[src/sv/fdad_pkg.sv]
// ----------------------------------------------------------------------------
// fdad_pkg
// constants and types shared by the frame difference activity detector
// ----------------------------------------------------------------------------
`default_nettype none

package fdad_pkg;

    localparam int REGION_WIDTH  = 90;
    localparam int REGION_HEIGHT = 55;
    localparam int COUNT_MAX     = 5;
    localparam int PIXELS        = REGION_WIDTH * REGION_HEIGHT;

    // index counts up to PIXELS, memory address covers PIXELS entries
    localparam int IDX_W   = $clog2(PIXELS + 1);
    localparam int ADDR_W  = (PIXELS > 1) ? $clog2(PIXELS) : 1;
    localparam int COUNT_W = $clog2(COUNT_MAX + 1);

    localparam int CH_W    = 8;
    localparam int RGB_W   = 3 * CH_W;
    localparam int DIFF_W  = CH_W + 2;
    localparam int SUM_W   = 21;
    localparam logic [SUM_W-1:0] SUM_MAX = '1;

    // largest frame sum the region can produce
    localparam int SUM_LIMIT_INT = (PIXELS * 255 < 2097151) ? PIXELS * 255 : 2097151;
    localparam logic [SUM_W-1:0] SUM_LIMIT = SUM_W'(SUM_LIMIT_INT);

    // x / 3 == (x * 683) >> 11 for x below 766
    localparam int DIV3_MUL   = 683;
    localparam int DIV3_SHIFT = 11;
    localparam int PROD_W     = DIFF_W + 10;

    localparam int FIFO_DEPTH = 4;
    localparam int FIFO_PTR_W = $clog2(FIFO_DEPTH);

    typedef struct packed {
        logic             mouth;
        logic             fin;
        logic             old_ok;
        logic [IDX_W-1:0] idx;
        logic [CH_W-1:0]  red;
        logic [CH_W-1:0]  green;
        logic [CH_W-1:0]  blue;
    } t_cmd;

    typedef struct packed {
        logic             speaking;
        logic [SUM_W-1:0] frame_sum;
    } t_res;

endpackage

`default_nettype wire

[src/sv/fdad_fifo.sv]
// ----------------------------------------------------------------------------
// fdad_fifo
// short command queue between front and back
// ----------------------------------------------------------------------------
`default_nettype none

module fdad_fifo (
    input  wire logic           i_clk,
    input  wire logic           i_rst_n,
    input  wire logic           i_push,
    input  fdad_pkg::t_cmd      i_cmd,
    output logic                o_full,
    input  wire logic           i_pop,
    output logic                o_empty,
    output fdad_pkg::t_cmd      o_head
);
    import fdad_pkg::*;

    t_cmd                  r_ent [FIFO_DEPTH];
    logic [FIFO_PTR_W-1:0] r_wr_ptr;
    logic [FIFO_PTR_W-1:0] r_rd_ptr;
    logic [FIFO_PTR_W:0]   r_cnt;
    logic [FIFO_PTR_W:0]   n_cnt;

    assign o_full  = (r_cnt == (FIFO_PTR_W + 1)'(FIFO_DEPTH));
    assign o_empty = (r_cnt == '0);
    assign o_head  = r_ent[r_rd_ptr];

    always_comb begin
        n_cnt = r_cnt;
        if (i_push && !i_pop) begin
            n_cnt = r_cnt + (FIFO_PTR_W + 1)'(1);
        end else if (!i_push && i_pop) begin
            n_cnt = r_cnt - (FIFO_PTR_W + 1)'(1);
        end
    end

    always_ff @(posedge i_clk) begin
        if (i_push) begin
            r_ent[r_wr_ptr] <= i_cmd;
        end
    end

    always_ff @(posedge i_clk) begin
        if (!i_rst_n) begin
            r_wr_ptr <= '0;
            r_rd_ptr <= '0;
            r_cnt    <= '0;
        end else begin
            if (i_push) begin
                r_wr_ptr <= r_wr_ptr + FIFO_PTR_W'(1);
            end
            if (i_pop) begin
                r_rd_ptr <= r_rd_ptr + FIFO_PTR_W'(1);
            end
            r_cnt <= n_cnt;
        end
    end

endmodule

`default_nettype wire

[config.mk]
export PLATFORM = sky130hd
export DESIGN_NAME = fdad_fifo
export DESIGN_NICKNAME = d
export VERILOG_FILES = /design/src/sv/fdad_pkg.sv /design/src/sv/fdad_fifo.sv
export SDC_FILE = /design/constraint.sdc
export NUM_CORES = 1
export LEC_CHECK = 0
export BUFFER_PORTS_ARGS = -buffer_cell sky130_fd_sc_hd__buf_4
export CAP_MARGIN = 20
export CORE_MARGIN = 2
export CORE_UTILIZATION = 51
export CTS_CLUSTER_SIZE = 28
export DETAILED_ROUTE_END_ITERATION = 6
export PLACE_DENSITY = 0.74
export REMOVE_ABC_BUFFERS = 1
export SLEW_MARGIN = 0
export SYNTH_ARGS = -nofsm -noshare
export SYNTH_HDL_FRONTEND = slang
export SYNTH_SLANG_ARGS = --single-unit
[constraint.sdc]
create_clock -name i_clk -period 2.03 [get_ports i_clk]
set_input_delay 0.1015 -clock i_clk [delete_from_list [all_inputs] [get_ports i_clk]]
set_output_delay 0.1015 -clock i_clk [all_outputs]
set_load 0.01 [all_outputs]
==> flow_summary.json <==
{
  "outcome": "complete, no violations",
  "end_kind": "output port",
  "synth_top_area_share_pct": 76.7,
  "crit_fanout": 12,
  "grt_max_degree": 25,
  "hp-class": "primary input to flip-flop",
  "nets": 451,
  "hold_violations": 0,
  "cts_tree": "yes",
  "vias": 2973,
  "worstRegToRegCells": 4,
  "met2_length_um": 5310,
  "grt-ovfl-total": 0,
  "r2r-start": "r_cnt[0]",
  "drt-pass1-iter-count": 4,
  "wirelength_um": 10900,
  "initial_core_util_pct": 52.1,
  "crit_path_start_kind": "flip-flop",
  "netlist_instances": 252,
  "gp_congestion": 0.659,
  "grt_first_pass_wirelength_um": 16600,
  "path_clk_slew_ns": 0.06,
  "crit_required_ns": 1.93,
  "cts_sinks": 169,
  "power_density_mw_per_mm2": 993,
  "yosysUniqueCellTypes": 20,
  "synth-seq-cells": 169,
  "period_share_pct": 94.2,
  "finalSetupViolations": 0,
  "yosysTopAreaCell": "edfxtp_1",
  "root_buffer": "clkbuf_16",
  "dieArea_mm2": 0.0132,
  "avgRoutedWirePerCell_um": 19.4,
  "drc": 0,
  "drive_gt1_share_pct": 40.8,
  "worstMarginPinSlew_ns": 0.329,
  "final_cell_mix": "edfxtp_1 (160), buf_4 (94), dlygate4sd3_1 (41)",
  "dr.max_layer_used": "met4",
  "final_common_cell": "edfxtp_1",
  "relSlewSlack_pct": 78.1,
  "final.min_clock_period_ns": 1.91,
  "drv_slew": 0,
  "yosysWarnings": 0,
  "cts_buffers": 17,
  "antenna_found_initial": 0,
  "rsz0062_at_grt": "false",
  "area_delta_synth_final_pct": 29.8,
  "clk_path_buf_depth": 2,
  "wl_met1_um": 4820,
  "hp-start": "i_push",
  "finish.instance_area_mm2": 0.00813,
  "clk_latency_ns": 0.42,
  "fmax_ghz": 0.523,
  "io_pins": 86,
  "grt_usage_pct": 17.6,
  "ir_drop_uv": 592,
  "dr_wl_met3_um": 644,
  "fp.coreArea_mm2": 0.0120,
  "detail-route-antenna-nets": 0,
  "hold_end": "r_wr_ptr[1]",
  "cp_data_arrival_time_ns": 1.81,
  "yosysSeqAreaShare_pct": 79.6,
  "die_y_um": 115,
  "ys_top_cells_by_area": "edfxtp_1 (77%), mux4_2 (14%), dfxtp_1 (2.9%)",
  "r2r_end": "r_cnt[2]",
  "avgSynthCellArea_um2": 24.9,
  "power_uw": 8070,
  "rrSetupSlack_ns": 0.52,
  "dpl.hpwl_um": 6420,
  "viasPerCell": 5.30,
  "syn_area_mm2": 0.00626,
  "antenna_cells": 0,
  "postCtsSetupRepairBufs": 0,
  "die_w_um": 115,
  "critical_path_class": "flip-flop to output port",
  "grt_pass1_vias": 3205,
  "rows": 40,
  "io_buffers": 85,
  "drt_iter0_drc": 138,
  "p_leak_uw": 0.00284,
  "htreeDepth": 4,
  "finalClockSkew_ns": 0.00705,
  "place_area_mm2": 0.00711,
  "whs_path_depth": 3,
  "cap_viol_max_count": 0
}
[how the worst max path moves through the flow]
stage,cells after the start,end,start,slack (ns)
6_report,3,o_head[4],flip-flop,0.12
4_1_cts,3,o_head[34],flip-flop,0.03
3_5_place_dp,8,r_cnt[2],i_pop,0.41
3_3_place_gp,8,r_cnt[2],i_pop,0.49
5_1_grt,3,o_head[7],flip-flop,0.02
2_1_floorplan,1,o_head[0],flip-flop,-0.52
[per-stage QoR]
step | TNS, ns | setup slack (ns) | hold slack [ns] | instances | util [%]
floorplan | -20.99 | -0.525 | 0.200 | 243 | -
global placement | 0 | 0.491 | 0.302 | 487 | 59.2
detailed placement | 0 | 0.415 | 0.307 | 487 | 59.2
global route | 0 | 0.0193 | 0.0389 | 561 | 67.6
CTS | 0 | 0.0300 | 0.0132 | 560 | 67.4
finish | 0 | 0.117 | 0.0228 | 561 | 67.6
[Yosys cell counts, drive strengths merged]
master	count
edfxtp	160
mux4	40
and2	9
buf	9
dfxtp	9
ha	5
inv	4
xor2	3
mux2i	2
nor2b	2
xnor2	2
a21boi	1
fa	1
nand2	1
nor3	1
nor3b	1
o21ai	1
or3	1
[layout make-up]
class                   count  area, µm²
flip-flops and latches    169       4990
fillers                   797       3890
multi-input cells          70       1160
inverters                   4       15.0
clock inverters             3       40.0
clock buffers              29        532
repair buffers            139       1210
well taps                 147        184
[per-layer routing]
metal | track usage (%) | vias up
li1 | - | 1352
met1 | 23.7 | 1510
met2 | 27.2 | 99
met3 | 5.90 | 12
met4 | 7.07 | 0
met5 | 0 | -
[critical path, cell delays in order (launching register included)]
cell and delay (ns):
dfxtp_4 0.47, clkbuf_16 0.24, mux4_2 0.51, buf_4 0.16
[logic make-up after synthesis]
family	count (synthesis)	share of synthesized area, %
AOI/OAI and AO/OA	2	0.200
xor gates and xnor gates	5	0.699
adders and majority gates	6	1.32
buffers and inverters	13	2.02
DFF	169	79.6
muxes	42	14.7
and+or+nand+nor	15	1.46
[state kept, by name, indices dropped and copies added (netlist names), named ones only]
name and flops:
r_cnt 3, r_ent 160, r_rd_ptr 2, r_wr_ptr 2
[timing repair]
item,in CTS,in global routing
hold buffers,41,0
endpoints found under the hold margin,169,0
setup endpoints to repair,0,5
gates resized for setup,0,1
[report_power, final]
| group | switching, µW | internal (µW) |
|---|---|---|
| logic | 404 | 525 |
| registers | 68.1 | 4000 |
| clock network | 1180 | 1890 |
(Power assumes the default switching activity.)
