===== src/sv/fdad_pkg.sv =====
// ----------------------------------------------------------------------------
// fdad_pkg
// constants and types shared by the frame difference activity detector
// ----------------------------------------------------------------------------
`default_nettype none

package fdad_pkg;

    localparam int REGION_WIDTH  = 90;
    localparam int REGION_HEIGHT = 55;
    localparam int COUNT_MAX     = 5;
    localparam int PIXELS        = REGION_WIDTH * REGION_HEIGHT;

    // index counts up to PIXELS, memory address covers PIXELS entries
    localparam int IDX_W   = $clog2(PIXELS + 1);
    localparam int ADDR_W  = (PIXELS > 1) ? $clog2(PIXELS) : 1;
    localparam int COUNT_W = $clog2(COUNT_MAX + 1);

    localparam int CH_W    = 8;
    localparam int RGB_W   = 3 * CH_W;
    localparam int DIFF_W  = CH_W + 2;
    localparam int SUM_W   = 21;
    localparam logic [SUM_W-1:0] SUM_MAX = '1;

    // largest frame sum the region can produce
    localparam int SUM_LIMIT_INT = (PIXELS * 255 < 2097151) ? PIXELS * 255 : 2097151;
    localparam logic [SUM_W-1:0] SUM_LIMIT = SUM_W'(SUM_LIMIT_INT);

    // x / 3 == (x * 683) >> 11 for x below 766
    localparam int DIV3_MUL   = 683;
    localparam int DIV3_SHIFT = 11;
    localparam int PROD_W     = DIFF_W + 10;

    localparam int FIFO_DEPTH = 4;
    localparam int FIFO_PTR_W = $clog2(FIFO_DEPTH);

    typedef struct packed {
        logic             mouth;
        logic             fin;
        logic             old_ok;
        logic [IDX_W-1:0] idx;
        logic [CH_W-1:0]  red;
        logic [CH_W-1:0]  green;
        logic [CH_W-1:0]  blue;
    } t_cmd;

    typedef struct packed {
        logic             speaking;
        logic [SUM_W-1:0] frame_sum;
    } t_res;

endpackage

`default_nettype wire


===== src/sv/fdad_front.sv =====
// ----------------------------------------------------------------------------
// fdad_front
// accepts items, assigns store positions and marks frame ends
// ----------------------------------------------------------------------------
`default_nettype none

module fdad_front (
    input  wire logic                  i_clk,
    input  wire logic                  i_rst_n,
    input  wire logic                  i_valid,
    output logic                       o_ready,
    input  wire logic                  i_mouth_found,
    input  wire logic [7:0]            i_pixel_red,
    input  wire logic [7:0]            i_pixel_green,
    input  wire logic [7:0]            i_pixel_blue,
    input  wire logic                  i_last_pixel,
    input  wire logic                  i_full,
    output logic                       o_push,
    output fdad_pkg::t_cmd             o_cmd
);
    import fdad_pkg::*;

    logic [IDX_W-1:0] r_idx;
    logic [IDX_W-1:0] n_idx;
    // high-water mark: entries below it have been written since reset
    logic [IDX_W-1:0] r_hwm;
    logic [IDX_W-1:0] n_hwm;
    logic             at_end;

    assign o_ready = !i_full;
    assign o_push  = i_valid && !i_full;
    assign at_end  = (r_idx >= IDX_W'(PIXELS - 1));

    always_comb begin
        o_cmd.mouth  = i_mouth_found;
        o_cmd.fin    = !i_mouth_found || i_last_pixel || at_end;
        o_cmd.old_ok = (r_idx < r_hwm);
        o_cmd.idx    = r_idx;
        o_cmd.red    = i_pixel_red;
        o_cmd.green  = i_pixel_green;
        o_cmd.blue   = i_pixel_blue;

        n_idx = r_idx;
        n_hwm = r_hwm;
        if (o_push) begin
            if (o_cmd.fin) begin
                n_idx = '0;
            end else begin
                n_idx = r_idx + IDX_W'(1);
            end
            if (i_mouth_found && (r_idx >= r_hwm)) begin
                n_hwm = r_idx + IDX_W'(1);
            end
        end
    end

    always_ff @(posedge i_clk) begin
        if (!i_rst_n) begin
            r_idx <= '0;
            r_hwm <= '0;
        end else begin
            r_idx <= n_idx;
            r_hwm <= n_hwm;
        end
    end

endmodule

`default_nettype wire


===== config.mk =====
export PLATFORM = sky130hd
export DESIGN_NAME = fdad_front
export DESIGN_NICKNAME = d
export VERILOG_FILES = /design/src/sv/fdad_pkg.sv /design/src/sv/fdad_front.sv
export SDC_FILE = /design/constraint.sdc
export NUM_CORES = 1
export LEC_CHECK = 0
export BUFFER_PORTS_ARGS = -buffer_cell sky130_fd_sc_hd__buf_2
export CORE_MARGIN = 2
export CORE_UTILIZATION = 35
export DETAILED_ROUTE_END_ITERATION = 7
export GPL_TIMING_DRIVEN = 0
export SYNTH_ARGS = -nofsm -noshare
export SYNTH_HDL_FRONTEND = slang
export SYNTH_SLANG_ARGS = --single-unit

===== constraint.sdc =====
create_clock -name i_clk -period 3.6 [get_ports i_clk]
set_input_delay 0.18 -clock i_clk [delete_from_list [all_inputs] [get_ports i_clk]]
set_output_delay 0.18 -clock i_clk [all_outputs]
set_load 0.03 [all_outputs]

==> impl_results.md <==
- Port Buffers: 46
- Worst path required time: 3420 ps
- Max Root-Sink Buffers: 2
- Synthesized area per cell: 8.18 um2
- Hold Crit Depth: 2
- Post-CTS setup buffer count: 0
- Antenna Cells: 0
- Via-to-Cell Ratio: 5.14
- CP cell instances: ha_1 -> nor2b_1 -> o21a_1 -> o211ai_1 -> and2_1 -> a21boi_0 -> buf_2
- Hold slack: 396 ps
- Largest stage delay on the critical path: 490 ps
- Slowest-stage cell, CP: dfxtp_1
- Clock slew at reported path FFs: 100 ps
- Most frequent cells in the layout: buf_2, dfxtp_1, buf_4
- Clk sink count: 26
- HP Start: i_rst_n
- # hold bufs at CTS: 0
- FFs w/ async S/R, synth: 0
- Layout fillers: 578
- Distinct cell type count after synthesis: 46
- Max_cap viols: 0
- Yosys reg bits: 26
- CTS tree: built
- Element type at the critical path end: primary output
- Final Wtd Congestion: about 0.84
- Commonest non-fill, non-tap cell in the layout: buf_2
- Final Hold Viols: 0
- Buf/Inv on CP: 1
- FP Rows: 27
- Post-CTS Resized: 0
- Delay-heaviest family, CP: compound AO/OA/AOI/OAI gates
- H-Tree Depth: 1
- Launching point of the worst reg2reg path: r_idx[6]
- Total number of yosys warnings: 0
- Reg-to-reg setup timing slack: 1070 ps
- Starting density of the core: 0.362
- Core ar.: 0.00547 mm2
- Setup_tns: 0 ps
- Die width: 79.2 um
- Share of layout cells above drive strength 1: 0.332
- Nets@finish: 338
- Worst Hold End: r_hwm[8]
- Clk_skew: 2.93 ps
- Startpoint types: register
- Syn nets: 287
- Initial antenna violation count: 0
- Static Leak: 0.00105 uW
- CTS buffer count: 3
- P&R area growth vs syn: 19.8%
- Post-Syn Area: 0.00198 mm2
- Post-DP HPWL: around 4 mm
- DR iter-0 viols: 101
- Syn Inst Count: 242
- Tcrit/Tclk final: 0.714
- Number of global-route vias before repair: about 1700
- Total GRT Usage: 0.170
- DRT antenna net count: 0
- Worst-margin pin slew: 641 ps
- Total Routed Length: 5.13 mm
- Power density cells: 345 mW/mm2
- # setup viols final: 0
- Detailed-route via count: 1870
- Largest net degree at the start of global routing: 16
- WS Path Type: reg2out
- Crit Reg-Reg Endpoint: r_hwm[3]
- Congestion Overflow GR: 0
- Drt pass-1 iters: 4
- R2R cell count: 7
- Fmax: 0.389 GHz
- Most used DFF post-synth: dfxtp_1
- DRC viols: 0
- Clock Latency Late Sink: 280 ps
- Drt wl/cell: 14.1 um
- First-pass GRT wire length: around 8.4 mm
- DIE HEIGHT: slightly below 80 um
- Sequential area share after synthesis: 0.263
- Area of the die: between 0.006 and 0.007 mm2
- Status: finished clean
- Unrepaired setup endpoints after global routing: no
- Peak supply drop: between 0.15 and 0.2 mV
- Ports: approximately 70
- Crit path max fanout: 8
- Rel. slew slack: 0.571
- Root Buffer: clkbuf_8
- Hold crit path type: in2reg
- Minimum clock period: 2570 ps
- EDFF count, synth: 0
- Slew Limit Fails: 0
- Critical Path AT: 2390 ps
## worst max path at each step
stage / startpoint / endpoint / slack (ps) / cells after the start
floorplan: r_idx[1] / o_cmd[37] / 1010 / 6
global placement: r_idx[6] / r_hwm[4] / 1120 / 7
detailed placement: r_idx[6] / r_hwm[4] / 1100 / 7
CTS: r_idx[1] / o_cmd[37] / 1000 / 7
global route: r_idx[1] / o_cmd[37] / 840 / 7
finish: r_idx[1] / o_cmd[37] / 1030 / 7
## through the flow
stage | area (um2) | worst slack, ps | util | instances | power (uW)
global placement | 2300 | 1120 | 0.420 | 360 | 571
finish | 2370 | 1030 | 0.433 | 364 | 819
detailed placement | 2300 | 1100 | 0.420 | 360 | 572
global route | 2370 | 845 | 0.433 | 364 | 861
CTS | 2370 | 997 | 0.433 | 364 | 822
floorplan | 1980 | 1010 | - | 242 | 509
## metal layers
layer	up-vias	wire length, um	global-route usage	part of all wire
met3	5	357	0.0170	0.070
met2	80	2270	0.282	0.44
li1	933	-	-	-
met5	-	0	0	0
met4	0	57	0.0466	0.011
met1	852	2440	0.233	0.48
## cell usage after synthesis (all sizes together) (2+ instances only)
cell    count  area [um2]
a211oi      4        30.0
a21oi      15        75.1
a221oi      2        17.5
a22o        2        17.5
a22oi       4        30.0
a31oi       2        12.5
and2        2        12.5
and3        6        37.5
buf        29         214
clkbuf      6        25.0
dfxtp      26         521
ha         15         188
inv        19        71.3
nand2      18        70.1
nand3       8        40.0
nand3b      2        15.0
nand4       6        37.5
nor2       19        76.3
nor2b       3        18.8
nor3        5        25.0
o211ai      3        32.5
o21a        3        22.5
o21ai      12        60.1
o221ai      2        35.0
o22ai       3        18.8
o31ai       5        57.6
or3         4        35.0
xnor2       6        52.6
xor2        5        43.8
## report_power, final
part | total (uW) | internal [uW] | switching (uW)
logic | 261 | 92.6 | 169
registers | 306 | 300 | 6.26
clock network | 252 | 149 | 103
## sequential cells by signal, summed over array words and instances (netlist names)
register and count:
r_hwm 13, r_idx 13
## cell families after synthesis
family          share of synthesized area
compound gates                      0.243
xor+xnor                           0.0486
fa+ha+maj                          0.0948
buf+inv                             0.157
flops                               0.263
simple gates                        0.195
## cell type report
type	count	area (um2)	share of cell area
Clock buffer	3	41.3	0.0174
Tap cell	72	90.1	0.0380
Inverter	19	71.3	0.0301
Buffer	35	239	0.101
Clock inverter	1	30.0	0.0127
Sequential cell	26	520	0.219
Multi-Input combinational cell	162	1150	0.485
Timing Repair Buffer	46	230	0.0970
Note: power is estimated with default switching activity, not from simulation.
